### src/design/ssew_pkg.sv
package ssew_pkg;

	localparam int OUT_DIGITS = 4;

	localparam logic [7:0] CH_ESC      = 8'h1B;
	localparam logic [7:0] CH_LBRACKET = 8'h5B;
	localparam logic [7:0] CH_J        = 8'h4A;
	localparam logic [7:0] CH_M        = 8'h6D;
	localparam logic [7:0] CH_DOT      = 8'h2E;
	localparam logic [7:0] CH_NL       = 8'h0A;

	localparam logic [3:0] SEQ_CLEAR     = 4'd2;
	localparam logic [3:0] SEQ_BLINK_OFF = 4'd0;
	localparam logic [3:0] SEQ_BLINK_ON  = 4'd5;

	localparam logic [7:0] SEGMENTDP = 8'h01;

	typedef struct packed {
		logic [7:0] char_code;
		logic [7:0] glyph;
	} item_t;

	typedef struct packed {
		logic [OUT_DIGITS-1:0][7:0] steady;
		logic [OUT_DIGITS-1:0][7:0] alt;
	} result_t;

endpackage

### src/design/ssew_if.sv
interface ssew_in_if;
	logic       valid;
	logic       ready;
	logic [7:0] char_code;
	logic [7:0] glyph;

	modport source (output valid, output char_code, output glyph, input ready);
	modport sink (input valid, input char_code, input glyph, output ready);
endinterface

interface ssew_out_if;
	logic       valid;
	logic       ready;
	logic [7:0] steady0;
	logic [7:0] steady1;
	logic [7:0] steady2;
	logic [7:0] steady3;
	logic [7:0] alt0;
	logic [7:0] alt1;
	logic [7:0] alt2;
	logic [7:0] alt3;

	modport source (
		output valid, input ready,
		output steady0, output steady1, output steady2, output steady3,
		output alt0, output alt1, output alt2, output alt3
	);
	modport sink (
		input valid, output ready,
		input steady0, input steady1, input steady2, input steady3,
		input alt0, input alt1, input alt2, input alt3
	);
endinterface

### src/design/ssew_in_stage.sv
module ssew_in_stage
	import ssew_pkg::*;
(
	input  logic   clk,
	input  logic   arst_n,
	ssew_in_if.sink in_ch,
	input  logic   take,
	output logic   valid_s1,
	output item_t  item_s1
);

	logic accept;

	assign in_ch.ready = !valid_s1 || take;
	assign accept      = in_ch.valid && in_ch.ready;

	always_ff @(posedge clk or negedge arst_n) begin
		if (!arst_n) begin
			valid_s1 <= 1'b0;
		end else if (in_ch.ready) begin
			valid_s1 <= in_ch.valid;
		end
	end

	always_ff @(posedge clk) begin
		if (accept) begin
			item_s1.char_code <= in_ch.char_code;
			item_s1.glyph     <= in_ch.glyph;
		end
	end

endmodule

### src/design/ssew_core.sv
module ssew_core
	import ssew_pkg::*;
#(
	parameter int NUM_DIGITS = 4
)
(
	input  logic    clk,
	input  logic    arst_n,
	input  logic    valid_s1,
	input  item_t   item_s1,
	input  logic    out_room,
	output logic    take,
	output logic    res_valid,
	output result_t res
);

	localparam int CW = (NUM_DIGITS > 1) ? $clog2(NUM_DIGITS) : 1;
	localparam logic [CW-1:0] LAST = CW'(NUM_DIGITS - 1);

	localparam logic [1:0] PS_GROUND  = 2'd0;
	localparam logic [1:0] PS_ESC     = 2'd1;
	localparam logic [1:0] PS_BRACKET = 2'd2;
	localparam logic [1:0] PS_DIGIT   = 2'd3;

	logic [1:0]    parse_q;
	logic [3:0]    seq_digit_q;
	logic          blink_on_q;
	logic [CW-1:0] cursor_q;
	logic [7:0]    steady_q [NUM_DIGITS];
	logic [7:0]    alt_q [NUM_DIGITS];

	logic [7:0]    c;
	logic          is_nl;
	logic          is_digit;
	logic          is_letter;
	logic          is_print;
	logic          is_dot;
	logic          do_write;
	logic          do_clear;
	logic [CW-1:0] cur_back;
	logic [CW-1:0] wr_idx;
	logic [7:0]    wr_val;

	assign c = item_s1.char_code;

	always_comb begin
		is_digit  = c inside {[8'h30:8'h39]};
		is_letter = c inside {[8'h41:8'h5A], [8'h61:8'h7A]};
		is_print  = c inside {[8'h20:8'h7E]};
	end

	assign is_nl     = (parse_q == PS_GROUND) && (c == CH_NL);
	assign is_dot    = (c == CH_DOT);
	assign take      = valid_s1 && (!is_nl || out_room);
	assign res_valid = take && is_nl;
	assign do_write  = take && (parse_q == PS_GROUND) && is_print;
	assign do_clear  = take && (parse_q == PS_DIGIT) && (c == CH_J) &&
		(seq_digit_q == SEQ_CLEAR);

	assign cur_back = (cursor_q != '0) ? cursor_q - CW'(1) : cursor_q;
	assign wr_idx   = is_dot ? cur_back : cursor_q;
	assign wr_val   = is_dot ? (steady_q[cur_back] | SEGMENTDP) : item_s1.glyph;

	always_ff @(posedge clk or negedge arst_n) begin
		if (!arst_n) begin
			parse_q     <= PS_GROUND;
			seq_digit_q <= '0;
			blink_on_q  <= 1'b0;
		end else if (take) begin
			case (parse_q)
				PS_GROUND: begin
					if (c == CH_ESC) begin
						parse_q <= PS_ESC;
					end
				end
				PS_ESC: begin
					parse_q <= (c == CH_LBRACKET) ? PS_BRACKET : PS_GROUND;
				end
				PS_BRACKET: begin
					if (is_digit) begin
						seq_digit_q <= c[3:0];
						parse_q     <= PS_DIGIT;
					end else begin
						parse_q <= PS_GROUND;
					end
				end
				PS_DIGIT: begin
					if (is_letter) begin
						if (c == CH_M && seq_digit_q == SEQ_BLINK_OFF) begin
							blink_on_q <= 1'b0;
						end
						if (c == CH_M && seq_digit_q == SEQ_BLINK_ON) begin
							blink_on_q <= 1'b1;
						end
						parse_q <= PS_GROUND;
					end
				end
				default: begin
					parse_q <= PS_GROUND;
				end
			endcase
		end
	end

	always_ff @(posedge clk or negedge arst_n) begin
		if (!arst_n) begin
			cursor_q <= '0;
			for (int i = 0; i < NUM_DIGITS; i++) begin
				steady_q[i] <= '0;
				alt_q[i]    <= '0;
			end
		end else if (do_clear) begin
			cursor_q <= '0;
			for (int i = 0; i < NUM_DIGITS; i++) begin
				steady_q[i] <= '0;
				alt_q[i]    <= '0;
			end
		end else if (do_write) begin
			steady_q[wr_idx] <= wr_val;
			if (!blink_on_q) begin
				alt_q[wr_idx] <= wr_val;
			end
			cursor_q <= (wr_idx == LAST) ? '0 : wr_idx + CW'(1);
		end
	end

	for (genvar j = 0; j < OUT_DIGITS; j++) begin : g_out
		if (j < NUM_DIGITS) begin : g_used
			assign res.steady[j] = steady_q[j];
			assign res.alt[j]    = alt_q[j];
		end else begin : g_blank
			assign res.steady[j] = '0;
			assign res.alt[j]    = '0;
		end
	end

endmodule

### src/design/ssew_out_stage.sv
module ssew_out_stage
	import ssew_pkg::*;
(
	input  logic     clk,
	input  logic     arst_n,
	input  logic     res_valid,
	input  result_t  res,
	output logic     out_room,
	ssew_out_if.source out_ch
);

	logic    valid_q;
	result_t res_q;

	assign out_room = !valid_q || out_ch.ready;

	always_ff @(posedge clk or negedge arst_n) begin
		if (!arst_n) begin
			valid_q <= 1'b0;
		end else if (out_room) begin
			valid_q <= res_valid;
		end
	end

	always_ff @(posedge clk) begin
		if (out_room && res_valid) begin
			res_q <= res;
		end
	end

	assign out_ch.valid   = valid_q;
	assign out_ch.steady0 = res_q.steady[0];
	assign out_ch.steady1 = res_q.steady[1];
	assign out_ch.steady2 = res_q.steady[2];
	assign out_ch.steady3 = res_q.steady[3];
	assign out_ch.alt0    = res_q.alt[0];
	assign out_ch.alt1    = res_q.alt[1];
	assign out_ch.alt2    = res_q.alt[2];
	assign out_ch.alt3    = res_q.alt[3];

endmodule

### src/design/seven_segment_escape_writer.sv
// channel  | direction | word
// ---------+-----------+-----------------------------------------------
// in_ch    | sink      | char_code, glyph
// out_ch   | source    | steady0..steady3, alt0..alt3 (one per newline outside escapes)
//
// One word per cycle sustained while no newline waits on a full output register.
// The character register and the output register each decouple one side.
// arst_n clears parser, blink, cursor and segment store to their idle values.
// A newline waits in the character register while the output register is full.
module seven_segment_escape_writer
	import ssew_pkg::*;
#(
	parameter int NUM_DIGITS = 4
)
(
	input  logic       clk,
	input  logic       arst_n,
	ssew_in_if.sink    in_ch,
	ssew_out_if.source out_ch
);

	logic    take;
	logic    valid_s1;
	item_t   item_s1;
	logic    out_room;
	logic    res_valid;
	result_t res;

	ssew_in_stage u_in (
		.clk      (clk),
		.arst_n   (arst_n),
		.in_ch    (in_ch),
		.take     (take),
		.valid_s1 (valid_s1),
		.item_s1  (item_s1)
	);

	ssew_core #(
		.NUM_DIGITS (NUM_DIGITS)
	) u_core (
		.clk       (clk),
		.arst_n    (arst_n),
		.valid_s1  (valid_s1),
		.item_s1   (item_s1),
		.out_room  (out_room),
		.take      (take),
		.res_valid (res_valid),
		.res       (res)
	);

	ssew_out_stage u_out (
		.clk       (clk),
		.arst_n    (arst_n),
		.res_valid (res_valid),
		.res       (res),
		.out_room  (out_room),
		.out_ch    (out_ch)
	);

endmodule
### src/flat_wrapper.sv
// flat-port wrapper written by rule: the top's interface ports become plain ports
module seven_segment_escape_writer_flat import ssew_pkg::*;
#(
	parameter int NUM_DIGITS = 4
)
  (clk, arst_n, in_ch_valid, in_ch_char_code, in_ch_glyph, in_ch_ready, out_ch_valid, out_ch_ready, out_ch_steady0, out_ch_steady1, out_ch_steady2, out_ch_steady3, out_ch_alt0, out_ch_alt1, out_ch_alt2, out_ch_alt3);
  ssew_in_if in_ch_i ();
  ssew_out_if out_ch_i ();
  input  logic clk;
  input  logic arst_n;
  input wire logic [$bits(in_ch_i.valid)-1:0] in_ch_valid;
  input wire logic [$bits(in_ch_i.char_code)-1:0] in_ch_char_code;
  input wire logic [$bits(in_ch_i.glyph)-1:0] in_ch_glyph;
  output wire logic [$bits(in_ch_i.ready)-1:0] in_ch_ready;
  output wire logic [$bits(out_ch_i.valid)-1:0] out_ch_valid;
  input wire logic [$bits(out_ch_i.ready)-1:0] out_ch_ready;
  output wire logic [$bits(out_ch_i.steady0)-1:0] out_ch_steady0;
  output wire logic [$bits(out_ch_i.steady1)-1:0] out_ch_steady1;
  output wire logic [$bits(out_ch_i.steady2)-1:0] out_ch_steady2;
  output wire logic [$bits(out_ch_i.steady3)-1:0] out_ch_steady3;
  output wire logic [$bits(out_ch_i.alt0)-1:0] out_ch_alt0;
  output wire logic [$bits(out_ch_i.alt1)-1:0] out_ch_alt1;
  output wire logic [$bits(out_ch_i.alt2)-1:0] out_ch_alt2;
  output wire logic [$bits(out_ch_i.alt3)-1:0] out_ch_alt3;
  assign in_ch_i.valid = in_ch_valid;
  assign in_ch_i.char_code = in_ch_char_code;
  assign in_ch_i.glyph = in_ch_glyph;
  assign in_ch_ready = in_ch_i.ready;
  assign out_ch_valid = out_ch_i.valid;
  assign out_ch_i.ready = out_ch_ready;
  assign out_ch_steady0 = out_ch_i.steady0;
  assign out_ch_steady1 = out_ch_i.steady1;
  assign out_ch_steady2 = out_ch_i.steady2;
  assign out_ch_steady3 = out_ch_i.steady3;
  assign out_ch_alt0 = out_ch_i.alt0;
  assign out_ch_alt1 = out_ch_i.alt1;
  assign out_ch_alt2 = out_ch_i.alt2;
  assign out_ch_alt3 = out_ch_i.alt3;
  seven_segment_escape_writer #(.NUM_DIGITS(NUM_DIGITS)) u_core (.clk(clk), .arst_n(arst_n), .in_ch(in_ch_i), .out_ch(out_ch_i));
endmodule
### config.mk
export PLATFORM = sky130hd
export DESIGN_NAME = seven_segment_escape_writer_flat
export DESIGN_NICKNAME = d
export VERILOG_FILES = /design/src/design/ssew_pkg.sv /design/src/design/ssew_if.sv /design/src/design/ssew_in_stage.sv /design/src/design/ssew_core.sv /design/src/design/ssew_out_stage.sv /design/src/design/seven_segment_escape_writer.sv /design/src/flat_wrapper.sv
export SDC_FILE = /design/constraint.sdc
export NUM_CORES = 1
export LEC_CHECK = 0
export BUFFER_PORTS_ARGS = -buffer_cell sky130_fd_sc_hd__buf_4
export CORE_ASPECT_RATIO = 0.7
export CORE_UTILIZATION = 50
export DETAILED_ROUTE_END_ITERATION = 7
export PLACE_DENSITY_LB_ADDON = 0.15
export SYNTH_ARGS = -nofsm -noshare
export SYNTH_HDL_FRONTEND = slang
export SYNTH_HIERARCHICAL = 1
export SYNTH_SLANG_ARGS = --single-unit
export TNS_END_PERCENT = 50
### constraint.sdc
create_clock -name clk -period 6.4 [get_ports clk]
set_input_delay 0.96 -clock clk [delete_from_list [all_inputs] [get_ports clk]]
set_output_delay 0.96 -clock clk [all_outputs]
set_load 0.05 [all_outputs]
# Word level (Yosys, flattened, before mapping)
# Index checks and enable logic that the tools add are counted.
dict set report classes {
  add_sub_neg 2
  magnitude_cmp 11
  eq_ne 15
  mux 25
  n_bitwise 2
  reduce_logical 33
}
# operator count
set op_table {}
lappend op_table {{$mux 32} 5}
lappend op_table {{$bwmux 32} 2}
lappend op_table {{$mux 8} 4}
lappend op_table {{$eq 8x7->1 const B} 3}
lappend op_table {{$le 8x7->1 const B} 3}
lappend op_table {{$mux 2} 9}
lappend op_table {{$logic_and 1x1->1} 17}
lappend op_table {{$bmux 8 s2} 1}
lappend op_table {{$demux 8 s2} 1}
lappend op_table {{$ge 8x6->1 const B} 2}
lappend op_table {{$ge 8x7->1 const B} 2}
lappend op_table {{$eq 8x4->1 const B} 1}
lappend op_table {{$eq 8x5->1 const B} 1}
lappend op_table {{$eq 8x6->1 const B} 1}
lappend op_table {{$le 8x6->1 const B} 1}
lappend op_table {{$pmux 2 s4} 1}
lappend op_table {{$reduce_bool 2->1} 4}
lappend op_table {{$eq 2x2->1 const B} 3}
lappend op_table {{$ge 3x3->1 const B} 2}
lappend op_table {{$not 2->3} 2}
lappend op_table {{$reduce_and 3->1} 2}
lappend op_table {{$eq 4x2->1 const B} 1}
lappend op_table {{$eq 4x3->1 const B} 1}
lappend op_table {{$logic_not 4->1} 1}
lappend op_table {{other kinds (12)} 18}
dict set report word_totals {
  regBits 155
  inputBits 20
  out_inout_bits 66
  elab_cells 112
}

# Longest topological paths before layout
dict set report logic_depth {
  ltp_word 12
  depth_mapped 11
  ltp_nobuf 9
}

# Hierarchy
# Netlist, hierarchy kept.
# mod instances cells_each area_each_um2 seq_area_each_um2
set modules_own_cells {}
lappend modules_own_cells {ssew_core 1 366 3612.2 1826.8}
lappend modules_own_cells {ssew_out_stage 1 68 1975.6 1946.9}
lappend modules_own_cells {ssew_in_stage 1 20 534.3 505.5}

# Worst setup path after synthesis
# No wires, ideal clock.
dict set report synth_path {
  kind {input -> output}
  from {input out_ch_ready}
  to {output in_ch_ready}
  t_arrival_ns 1.877
  t_required_ns 5.440
  setup_slack_ns 3.563
  stages 4
  path_buffers 0
  cell_sequence {nand2b_4 -> o31ai_1 -> inv_1 -> nand2b_4}
}
dict set report synth_via {
  elab_chain_cells 4
}
# item line
set synth_lines {}
lappend synth_lines {{start: declaration} flat_wrapper.sv:16} ;# input wire logic [$bits(out_ch_i.ready)-1:0] out_ch_ready;
lappend synth_lines {{$logic_or 1x1->1} ssew_out_stage.sv:15} ;# assign out_room = !valid_q || out_ch.ready;
lappend synth_lines {{$logic_or 1x1->1} ssew_core.sv:54} ;# assign take = valid_s1 && (!is_nl || out_room);
lappend synth_lines {{$logic_and 1x1->1} ssew_core.sv:54}
lappend synth_lines {{named net u_core.take} seven_segment_escape_writer.sv:22} ;# logic take;
lappend synth_lines {{$logic_or 1x1->1} ssew_in_stage.sv:14} ;# assign in_ch.ready = !valid_s1 || take;
lappend synth_lines {{end: declaration} flat_wrapper.sv:14} ;# output wire logic [$bits(in_ch_i.ready)-1:0] in_ch_ready;
# The timed path passes the listed nets, and every way through them passes these cells.

# Final worst setup path
dict set report layout_path {
  from {register, netlist name u_core/u_in/item_s1[10]}
  to {output in_ch_ready}
}
dict set report layout_via {
  elab_chain_cells 6
}
# item line
set layout_lines {}
lappend layout_lines {{$eq 8x4->1} ssew_core.sv:52} ;# assign is_nl = (parse_q == PS_GROUND) && (c == CH_NL);
lappend layout_lines {{$logic_and 1x1->1} ssew_core.sv:52}
lappend layout_lines {{$logic_not 1->1} ssew_core.sv:54}
lappend layout_lines {{$logic_or 1x1->1} ssew_core.sv:54}
lappend layout_lines {{$logic_and 1x1->1} ssew_core.sv:54}
lappend layout_lines {{named net u_core.take} seven_segment_escape_writer.sv:22}
lappend layout_lines {{$logic_or 1x1->1} ssew_in_stage.sv:14}
# The timed path passes the listed nets, and every way through them passes these cells.

==> results.toml <==
[status]
outcome = "finished clean"

[timing]
relSlewSlack_pct = 34.84
final_hold_viol_count = 0
setup_viol = 0
tns_ns = 0
finalCritPeriodShare_pct = 52.04
grt_setup_unrepaired = "false"
hold_slack_ns = 0.4483
tightest_slew_ns = 0.9775
slew_viol_final = 0
max_freq_mhz = 300.2
skew_ns = 0.01071
fin_crit_ns = 3.331

[synth]
synth_area_um2 = 6122
synthArstFlopShare_pct = 48.39
yosysSeqAreaShare_pct = 69.90
ys_ff_latch = 155
synth_edf_count = 80
synth_cell_type_count = 45
synthesis.nets = 478
synth_ff_type = "edfxtp_1"
synthCells = 454
yosysWarnings = 6
syn_area_per_cell_um2 = 13.48

[worst_setup_path]
worstSetupEndpointType = "output port"
slowest_delay_ns = 0.47
cp_max_fo = 7
crit_chain = "and4bb_2 -> nand2_1 -> o31ai_1 -> inv_1 -> nand2b_4 -> buf_4"
required_ns = 5.44
crit_arrival_ns = 2.37
crit_type = "reg -> out"
critPathTopFamily = "simple AND/OR/NAND/NOR gates"
path_buf_inv = 2
cpMaxStageDelayCell = "edfxtp_1"
cp-start-kind = "flip-flop"

[clock_network]
clock_latency_ns = 0.42
post_cts_resize_count = 0
cts_max_level = 4
cts_tree = "done"
numCtsBuffers = 17
post-cts-setup-buffer-count = 0
clockBufferDepth = 2
cts_num_sinks = 155
clkTransAtPathRegs_ns = 0.06
root_buffer = "clkbuf_16"
post_cts_hold_buffer_count = 0

[drt]
vias = 3742
dr.pass1.iters = 6
wl_per_cell_um = 17.30
drc = 0
antenna_left = 0
vias_per_cell = 5.285
drt-total-wl_um = 12250
drt_iter0_markers = 282

[final_layout]
post-route-cell-area_um2 = 7438
layout-drive-gt1-share_pct = 26.86
antenna_cells = 0
fin_nets = 562
syn2layout_area_growth_pct = 21.50
nFillCells = 940

[grt]
grt_pass1_vias = 3530
grt-ovfl-total = 0
grt_pass1_wl_um = 19410
grt_usage_pct = 21.12
antenna_found_initial = 0
grt_start_max_net_pins = 76

[pwr]
powerDensity_nw_per_um2 = 394.8
ir_worst_vdd_v = 0.0002212
total_power_w = 0.002937
p_leak_nw = 3.198

[place]
dpl_cell_area_um2 = 6840
dp_hpwl_um = 7504
gp_congestion = 0.8384
placement.io_buffers = 85

[floorplan]
die_height_um = 94.58
start_util_pct = 51.84
num_rows = 33
floorplan.die_area_um2 = 12700
die_x_um = 134.3
io_pins = 86
core_area_um2 = 11810

[job]
cap_violations = 0

[min_path]
min_path_type = "reg -> reg"
==> state kept, by name, indices dropped and copies added (netlist names) <==
signal                       cells
u_core/u_core/blink_on_q         1
u_core/u_core/cursor_q           2
u_core/u_core/parse_q            2
u_core/u_core/res               64
u_core/u_core/seq_digit_q        4
u_core/u_in/item_s1             16
u_core/u_in/valid_s1             1
u_core/u_out/out_ch.alt0         8
u_core/u_out/out_ch.alt1         8
u_core/u_out/out_ch.alt2         8
u_core/u_out/out_ch.alt3         8
u_core/u_out/out_ch.steady0      8
u_core/u_out/out_ch.steady1      8
u_core/u_out/out_ch.steady2      8
u_core/u_out/out_ch.steady3      8
u_core/u_out/out_ch.valid        1
==> cells in the final DEF (no fill, tap or decap), types with 5 or more instances in the layout <==
cell / n
a21oi_1: 13
buf_4: 86
nand2_1: 17
inv_1: 5
mux2_2: 12
nor3_1: 32
mux2i_1: 36
clkbuf_16: 17
edfxtp_1: 80
nor2_1: 102
dfrtp_1: 75
==> power breakdown <==
| group | total [W] | internal [W] | switching, W |
|---|---|---|---|
| Combinational | 0.000434 | 0.000197 | 0.000236 |
| Clock | 0.00100 | 0.000592 | 0.000412 |
| Sequential | 0.00150 | 0.00133 | 0.000172 |
| Total | 0.00294 | 0.00212 | 0.000820 |
==> area by class of cell <==
type                       count  area, µm²  area share (%)
inverter                       5      18.77          0.2523
clock buffer                  18      439.2           5.904
sequential                   155       4279           57.53
timing repair buffer          86      645.6           8.680
clock inverter                14      158.9           2.136
multi-input combinational    273       1700           22.86
tap                          157      196.4           2.641
==> path summary, 6_finish.rpt <==
kind	from	end	slack [ns]	depth (start not counted)
min reg2reg	u_core/u_core/res[3]	u_core/u_out/out_ch.alt0[3]	0.45	0
max in group asynchronous	arst_n	u_core/u_core/seq_digit_q[2]	5.06	1
max reg2reg	u_core/u_core/parse_q[1]	u_core/u_core/res[8]	3.62	5
min	u_core/u_core/res[3]	u_core/u_out/out_ch.alt0[3]	0.45	0
min in group asynchronous	arst_n	u_core/u_core/res[30]	0.69	1
max	u_core/u_in/item_s1[10]	in_ch_ready	3.07	6
==> cell usage after synthesis, types with 5 or more instances <==
cell      instances  area share [%]
nor2_1          102             6.3
edfxtp_1         80              39
dfrtp_1          75              31
mux2i_1          36             5.9
nor3_1           32             2.6
nand2_1          17             1.0
a21oi_1          13             1.1
mux2_2           12             2.2
buf_2            10            0.82
clkbuf_1          6            0.37
buf_6             5            0.92
inv_1             5            0.31
==> kinds of logic after synthesis <==
kind of cell | share of synthesized area (%)
xor+xnor | 0.1431
fa+ha+maj | 0.8175
simple gates | 14.78
buf+inv | 2.412
compound gates | 3.863
mux | 8.093
flops | 69.90
==> through the flow <==
| step | setup WS (ns) | cells | util, % |
|---|---|---|---|
| finish | 3.069 | 708 | 62.99 |
| global route | 2.890 | 708 | 62.99 |
| CTS | 3.059 | 708 | 62.99 |
| detailed placement | 3.233 | 676 | 57.93 |
| global placement | 3.265 | 676 | 57.93 |
| floorplan | 3.563 | 454 | - |
==> per-layer routing <==
metal	routed length, µm	global-route usage, %	up-vias	part of all wire, %
met5	0	0	-	0
met4	168	7.116	0	1.4
met3	808	5.958	12	6.6
li1	-	-	1779	-
met2	5613	31.91	129	46
met1	5654	29.66	1822	46
(Power assumes the default switching activity.)
